===== src/rc5pd_pkg.sv =====
`default_nettype none
package rc5pd_pkg;

  localparam int DUR_W    = 16;
  localparam int CFG_IDX_W = 8;
  localparam int BIT_LIMIT = 14;
  localparam int CNT_W    = 4;
  localparam int ADDR_W   = 5;
  localparam int CMD_W    = 6;

  localparam logic [CFG_IDX_W-1:0] CFG_SHORT_MIN = 8'd0;
  localparam logic [CFG_IDX_W-1:0] CFG_SHORT_MAX = 8'd1;
  localparam logic [CFG_IDX_W-1:0] CFG_LONG_MIN  = 8'd2;
  localparam logic [CFG_IDX_W-1:0] CFG_LONG_MAX  = 8'd3;

  localparam logic [DUR_W-1:0] SHORT_MIN_RST = 16'd711;
  localparam logic [DUR_W-1:0] SHORT_MAX_RST = 16'd1066;
  localparam logic [DUR_W-1:0] LONG_MIN_RST  = 16'd1422;
  localparam logic [DUR_W-1:0] LONG_MAX_RST  = 16'd2132;

  typedef struct packed {
    logic [DUR_W-1:0] short_min;
    logic [DUR_W-1:0] short_max;
    logic [DUR_W-1:0] long_min;
    logic [DUR_W-1:0] long_max;
  } win_cfg_t;

  typedef struct packed {
    logic is_short;
    logic is_long;
  } pulse_class_t;

  typedef struct packed {
    logic [ADDR_W-1:0] address;
    logic [CMD_W-1:0]  command;
    logic              toggle;
  } rc5_result_t;

endpackage
`default_nettype wire


===== src/rc5_pulse_decoder.sv =====
`default_nettype none
// A result for the last pulse reaches the out_ ports by way of the input register, then the result register.
// Throughput: one pulse per cycle; input register, then decode and frame state, then result
// register. Only a last pulse stalls: it waits in the input register, holding off the input,
// while the previous result is still untaken.
// Reset: synchronous, active low; clears frame state and valid flags and loads the window
// registers with their default values.
module rc5_pulse_decoder
  import rc5pd_pkg::*;
(
  input  wire logic                 clk,
  input  wire logic                 rst_n,
  input  wire logic                 cfg_valid,
  output logic                      cfg_ready,
  input  wire logic [CFG_IDX_W-1:0] cfg_index,
  input  wire logic [DUR_W-1:0]     cfg_data,
  input  wire logic                 in_valid,
  output logic                      in_ready,
  input  wire logic [DUR_W-1:0]     in_pulse_duration,
  input  wire logic                 in_last_pulse,
  output logic                      out_valid,
  input  wire logic                 out_ready,
  output logic [ADDR_W-1:0]         out_address,
  output logic [CMD_W-1:0]          out_command,
  output logic                      out_toggle
);

  win_cfg_t         win_r, win_nxt;
  logic [DUR_W-1:0] dur_r;
  logic             last_r;
  logic             s1_vld_r, s1_vld_nxt;
  logic             s1_adv;
  logic             out_vld_r, out_vld_nxt;
  rc5_result_t      res_r;
  rc5_result_t      res;
  pulse_class_t     cls;

  assign cfg_ready = 1'b1;

  always_comb begin
    win_nxt = win_r;
    if (cfg_valid) begin
      case (cfg_index)
        CFG_SHORT_MIN: win_nxt.short_min = cfg_data;
        CFG_SHORT_MAX: win_nxt.short_max = cfg_data;
        CFG_LONG_MIN:  win_nxt.long_min  = cfg_data;
        CFG_LONG_MAX:  win_nxt.long_max  = cfg_data;
        default:       win_nxt = win_r;
      endcase
    end
  end

  always_ff @(posedge clk) begin
    if (!rst_n) begin
      win_r.short_min <= SHORT_MIN_RST;
      win_r.short_max <= SHORT_MAX_RST;
      win_r.long_min  <= LONG_MIN_RST;
      win_r.long_max  <= LONG_MAX_RST;
    end else begin
      win_r <= win_nxt;
    end
  end

  assign s1_adv   = s1_vld_r && (!last_r || !out_vld_r || out_ready);
  assign in_ready = !s1_vld_r || s1_adv;

  assign s1_vld_nxt = (in_valid && in_ready) || (s1_vld_r && !s1_adv);

  always_comb begin
    out_vld_nxt = out_vld_r && !out_ready;
    if (s1_adv && last_r) begin
      out_vld_nxt = 1'b1;
    end
  end

  always_ff @(posedge clk) begin
    if (!rst_n) begin
      s1_vld_r  <= 1'b0;
      out_vld_r <= 1'b0;
    end else begin
      s1_vld_r  <= s1_vld_nxt;
      out_vld_r <= out_vld_nxt;
    end
  end

  always_ff @(posedge clk) begin
    if (in_valid && in_ready) begin
      dur_r  <= in_pulse_duration;
      last_r <= in_last_pulse;
    end
    if (s1_adv && last_r) begin
      res_r <= res;
    end
  end

  rc5pd_classify u_classify (
    .win (win_r),
    .dur (dur_r),
    .cls (cls)
  );

  rc5pd_core u_core (
    .clk   (clk),
    .rst_n (rst_n),
    .step  (s1_adv),
    .last  (last_r),
    .cls   (cls),
    .res   (res)
  );

  assign out_valid   = out_vld_r;
  assign out_address = res_r.address;
  assign out_command = res_r.command;
  assign out_toggle  = res_r.toggle;

endmodule
`default_nettype wire


===== src/rc5pd_classify.sv =====
`default_nettype none
module rc5pd_classify
  import rc5pd_pkg::*;
(
  input  wire win_cfg_t          win,
  input  wire logic [DUR_W-1:0]  dur,
  output pulse_class_t           cls
);

  logic in_short;
  logic in_long;

  assign in_short = (dur >= win.short_min) && (dur <= win.short_max);
  assign in_long  = (dur >= win.long_min) && (dur <= win.long_max);

  // short window wins where both match
  assign cls.is_short = in_short;
  assign cls.is_long  = in_long && !in_short;

endmodule
`default_nettype wire


===== src/rc5pd_core.sv =====
`default_nettype none
module rc5pd_core
  import rc5pd_pkg::*;
(
  input  wire logic         clk,
  input  wire logic         rst_n,
  input  wire logic         step,
  input  wire logic         last,
  input  wire pulse_class_t cls,
  output rc5_result_t       res
);

  logic [BIT_LIMIT-1:0] store_r, store_nxt, store_upd;
  logic [CNT_W-1:0]     count_r, count_nxt, count_upd;
  logic                 level_r, level_nxt, level_upd;
  logic                 pend_r, pend_nxt, pend_upd;
  logic                 abort_r, abort_nxt, abort_upd;
  logic                 push;
  logic [CNT_W-1:0]     bit_idx;

  assign bit_idx = CNT_W'(BIT_LIMIT - 1) - count_r;

  always_comb begin
    level_upd = level_r;
    pend_upd  = pend_r;
    abort_upd = abort_r;
    push      = 1'b0;
    if (!abort_r) begin
      if (cls.is_short) begin
        if (pend_r) begin
          pend_upd = 1'b0;
          push     = 1'b1;
        end else begin
          pend_upd = 1'b1;
        end
      end else if (cls.is_long) begin
        if (pend_r) begin
          abort_upd = 1'b1;
        end else begin
          level_upd = !level_r;
          push      = 1'b1;
        end
      end else begin
        abort_upd = 1'b1;
      end
    end
  end

  always_comb begin
    store_upd = store_r;
    count_upd = count_r;
    if (push && (count_r < CNT_W'(BIT_LIMIT))) begin
      store_upd = store_r | (BIT_LIMIT'(level_upd) << bit_idx);
      count_upd = count_r + CNT_W'(1);
    end
  end

  // result fields taken after this pulse is applied
  assign res.address = store_upd[11:7];
  assign res.toggle  = store_upd[12];
  assign res.command = store_upd[6:1];

  always_comb begin
    store_nxt = store_r;
    count_nxt = count_r;
    level_nxt = level_r;
    pend_nxt  = pend_r;
    abort_nxt = abort_r;
    if (step) begin
      if (last) begin
        store_nxt = '0;
        count_nxt = '0;
        level_nxt = 1'b1;
        pend_nxt  = 1'b0;
        abort_nxt = 1'b0;
      end else begin
        store_nxt = store_upd;
        count_nxt = count_upd;
        level_nxt = level_upd;
        pend_nxt  = pend_upd;
        abort_nxt = abort_upd;
      end
    end
  end

  always_ff @(posedge clk) begin
    if (!rst_n) begin
      store_r <= '0;
      count_r <= '0;
      level_r <= 1'b1;
      pend_r  <= 1'b0;
      abort_r <= 1'b0;
    end else begin
      store_r <= store_nxt;
      count_r <= count_nxt;
      level_r <= level_nxt;
      pend_r  <= pend_nxt;
      abort_r <= abort_nxt;
    end
  end

endmodule
`default_nettype wire

===== config.mk =====
export PLATFORM = sky130hd
export DESIGN_NAME = rc5_pulse_decoder
export DESIGN_NICKNAME = d
export VERILOG_FILES = /design/src/rc5pd_pkg.sv /design/src/rc5_pulse_decoder.sv /design/src/rc5pd_classify.sv /design/src/rc5pd_core.sv
export SDC_FILE = /design/constraint.sdc
export NUM_CORES = 1
export LEC_CHECK = 0
export BUFFER_PORTS_ARGS = -buffer_cell sky130_fd_sc_hd__buf_4
export CAP_MARGIN = 20
export CORE_MARGIN = 2
export CORE_UTILIZATION = 53
export DETAILED_ROUTE_END_ITERATION = 16
export HOLD_SLACK_MARGIN = 0.15
export PLACE_DENSITY = 0.8
export SYNTH_ARGS = -nofsm -noshare
export SYNTH_HDL_FRONTEND = slang
export SYNTH_SLANG_ARGS = --single-unit

===== constraint.sdc =====
create_clock -name clk -period 2.9 [get_ports clk]
set_input_delay 0.58 -clock clk [delete_from_list [all_inputs] [get_ports clk]]
set_output_delay 0.58 -clock clk [all_outputs]
set_load 0.02 [all_outputs]

==> flow_summary.json <==
{
  "status": "finished with violations",
  "violations": "negative setup slack",
  "grt.overflow.total": 0,
  "syn2layout_area_growth_pct": 29.14,
  "grt_pass1_vias": 4932,
  "drt_wl_total_um": 14740,
  "hpwl_um": 9882,
  "ys_warn_count": 0,
  "whs_ns": 0.2276,
  "cts_num_sinks": 114,
  "path_delay_family": "simple AND/OR/NAND/NOR gates",
  "synth_ff_type": "dfxtp_1",
  "synth_top_area_cell": "dfxtp_1",
  "drt-vias-per-instance": 5.646,
  "worst_slack_ns": -0.1086,
  "htreeDepth": 4,
  "slowest_delay_ns": 0.48,
  "coreArea_mm2": 0.01075,
  "start_util": 0.5395,
  "maxCapViolCount": 0,
  "initialDrtViolationCount": 244,
  "root_buffer": "clkbuf_8",
  "cts_tree": "built",
  "synth_cell_types": 54,
  "async_flop_share": 0,
  "drc": 0,
  "chipHeight_um": 108.6,
  "final_hold_viol_count": 0,
  "synth.net_count": 720,
  "cts_buffers": 17,
  "crit_path_end_kind": "flip-flop",
  "clkTransAtPathRegs_ns": 0.06,
  "fin_area_mm2": 0.007486,
  "rsz0062_at_grt": "yes",
  "synth_edf_count": 29,
  "fmax_mhz": 332.4,
  "slew_viol_final": 0,
  "tightest_slew_ns": 0.5291,
  "cp.arrival_ns": 3.48,
  "yosys.area.top_type_share": 0.2935,
  "critPathMaxFanout": 6,
  "syn_inst": 607,
  "ant_nets": 0,
  "finalSetupViolations": 20,
  "cts_hold_buf": 0,
  "ys_seq_area_frac": 0.4438,
  "die_w_um": 108.6,
  "diodes": 0,
  "drive_gt1_frac": 0.2368,
  "slew_headroom": 0.6472,
  "grt_pass1_wl_um": 23520,
  "grt_max_degree": 47,
  "dp_slack_ns": -0.2095,
  "critPathBufInv": 1,
  "min_period_ns": 3.009,
  "port_buffers": 59,
  "crit_chain": "ha_4 > nand4_1 > or4_4 > or3_4 > a21o_4 > mux2_4 > nor4_2 > buf_4 > a32o_1",
  "nets": 818,
  "wl_per_cell_um": 17.18,
  "place_congestion": 0.8357,
  "cellPowerDensity_mw_per_mm2": 552.6,
  "hold_class": "in -> reg",
  "first_pass_iters": 5,
  "syn-cell-area_mm2": 0.005797,
  "vias": 4844,
  "io_pins": 61,
  "p_leak_nw": 3.317,
  "antenna_found_initial": 0,
  "synth_seq_cells": 114,
  "rows": 38,
  "clockBufferDepth": 2,
  "path_class": "reg -> reg",
  "cp-start-kind": "flip-flop",
  "grt_use_total": 0.2619,
  "synthTopCellsByArea": "dfxtp_1, edfxtp_1, ha_1",
  "clock_latency_ns": 0.53,
  "ir_worst_vdd_mv": 0.2960,
  "period_share": 1.037,
  "dpl_cell_area_mm2": 0.006601,
  "skew_ns": 0.007385,
  "final.setup.tns_ns": -1.013,
  "crit_required_ns": 3.37,
  "avgSynthCellArea_um2": 9.550,
  "die-area_mm2": 0.01179,
  "cp_slowest_cell": "edfxtp_1"
}
## synthesized netlist by cell type (2+ instances only)
library cell and n:
dfxtp_1 85, nand2_1 73, inv_1 71, ha_1 67
mux2i_1 43, nor2_1 42, a21oi_1 41, edfxtp_1 29
clkbuf_1 16, o211ai_1 12, o21ai_0 12, nand4_1 9
a31o_2 8, a32o_1 8, nand3_1 8, nor3_1 8
o21a_1 5, or4_1 5, nor4_1 4, o31ai_1 4
a211oi_1 3, a21o_1 3, a221oi_1 3, a31oi_1 3
and2_1 3, nor2b_1 3, o21bai_1 3, or3_1 3
buf_2 2, nand2b_1 2, nand3b_1 2, o21ai_1 2
o41ai_1 2, or2_2 2, xor2_1 2
## registers in the layout, summed over array words and instances (netlist names)
register and count:
win_r 64, out_address 5, s1_vld_r 1, u_core.level_r 1
out_toggle 1, out_valid 1, last_r 1, u_core.store_r 12
out_command 6, u_core.count_r 4, dur_r 16, u_core.abort_r 1
u_core.pend_r 1
## cells in the final DEF (no fill, tap or decap), drive strengths merged, types with 2 or more instances in the layout
master	instances
a211oi	3
a21o	3
a21oi	41
a221oi	3
a31o	8
a31oi	3
a32o	8
and2	3
buf	99
bufinv	4
clkbuf	18
clkinv	7
clkinvlp	2
dfxtp	85
edfxtp	29
ha	67
inv	72
mux2	2
mux2i	43
nand2	73
nand2b	2
nand3	8
nand3b	2
nand4	9
nor2	42
nor2b	3
nor3	9
nor4	4
o211ai	12
o21a	5
o21ai	14
o21bai	3
o31ai	4
o41ai	2
or2	2
or3	3
or4	5
xor2	2
## metal layers
metal,global-route usage,share of wire,vias up
met5,0,0,-
met4,0.1071,0.027,0
met3,0.06389,0.041,35
met2,0.4589,0.52,141
met1,0.3053,0.41,2315
li1,-,-,2353
## worst register-to-register path: stages (launching register included)
cell and delay (ns):
edfxtp_1 0.48, ha_4 0.32, nand4_1 0.14, or4_4 0.46, or3_4 0.35, a21o_4 0.23
mux2_4 0.30, nor4_2 0.31, buf_4 0.19, a32o_1 0.17
## cell type report
type,count,area (um^2)
clock buffer,18,417.9
clock inverter,14,187.7
fill,788,3259
inverter,71,266.5
multi-input combinational,402,3103
sequential,114,2572
tap,140,175.2
timing repair buffer,99,763.2
## final timing paths
kind	startpoint	end	slack [ns]	cells after the start
setup reg to reg	dur_r[14]	u_core.store_r[10]	-0.11	9
hold reg to reg	win_r[46]	win_r[46]	0.46	2
setup / recovery	dur_r[14]	u_core.store_r[10]	-0.11	9
hold / removal	in_pulse_duration[12]	dur_r[12]	0.23	1
## power by group
group          switching [mW]  internal (mW)  total (mW)
clock                   0.741           1.39        2.13
combinational           0.180          0.152       0.331
sequential             0.0201           1.65        1.67
## cell families (layout without fill, tap and decap cells)
group | Yosys count | in the layout | share of synthesized area
multiplexers | 44 | 45 | 0.07684
other | 1 | 1 | 0.0006469
buffers and inverters | 92 | 202 | 0.06195
AO/OA/AOI/OAI | 117 | 117 | 0.1349
XOR/XNOR | 3 | 3 | 0.004534
adder cells (fa/ha/maj) | 67 | 67 | 0.1446
AND/OR/NAND/NOR | 169 | 169 | 0.1327
flip-flops | 114 | 114 | 0.4438
## through the flow
step | utilization | power [mW] | instances
after floorplan | - | 1.851 | 607
after global placement | 0.6143 | 1.985 | 819
after detailed placement | 0.6143 | 1.997 | 819
after CTS | 0.6787 | 4.125 | 854
after global routing | 0.6967 | 4.273 | 858
final | 0.6967 | 4.136 | 858
## repair_timing
action / 4_1_cts / 5_1_grt
setup endpoints to repair: 27 / 28
pin swaps: 7 / 5
endpoints found under the hold margin: 0 / 0
cloned: 1 / 0
buffers inserted: 2 / 4
gates resized for setup: 12 / 27
Power figures use the tool's default switching activity.
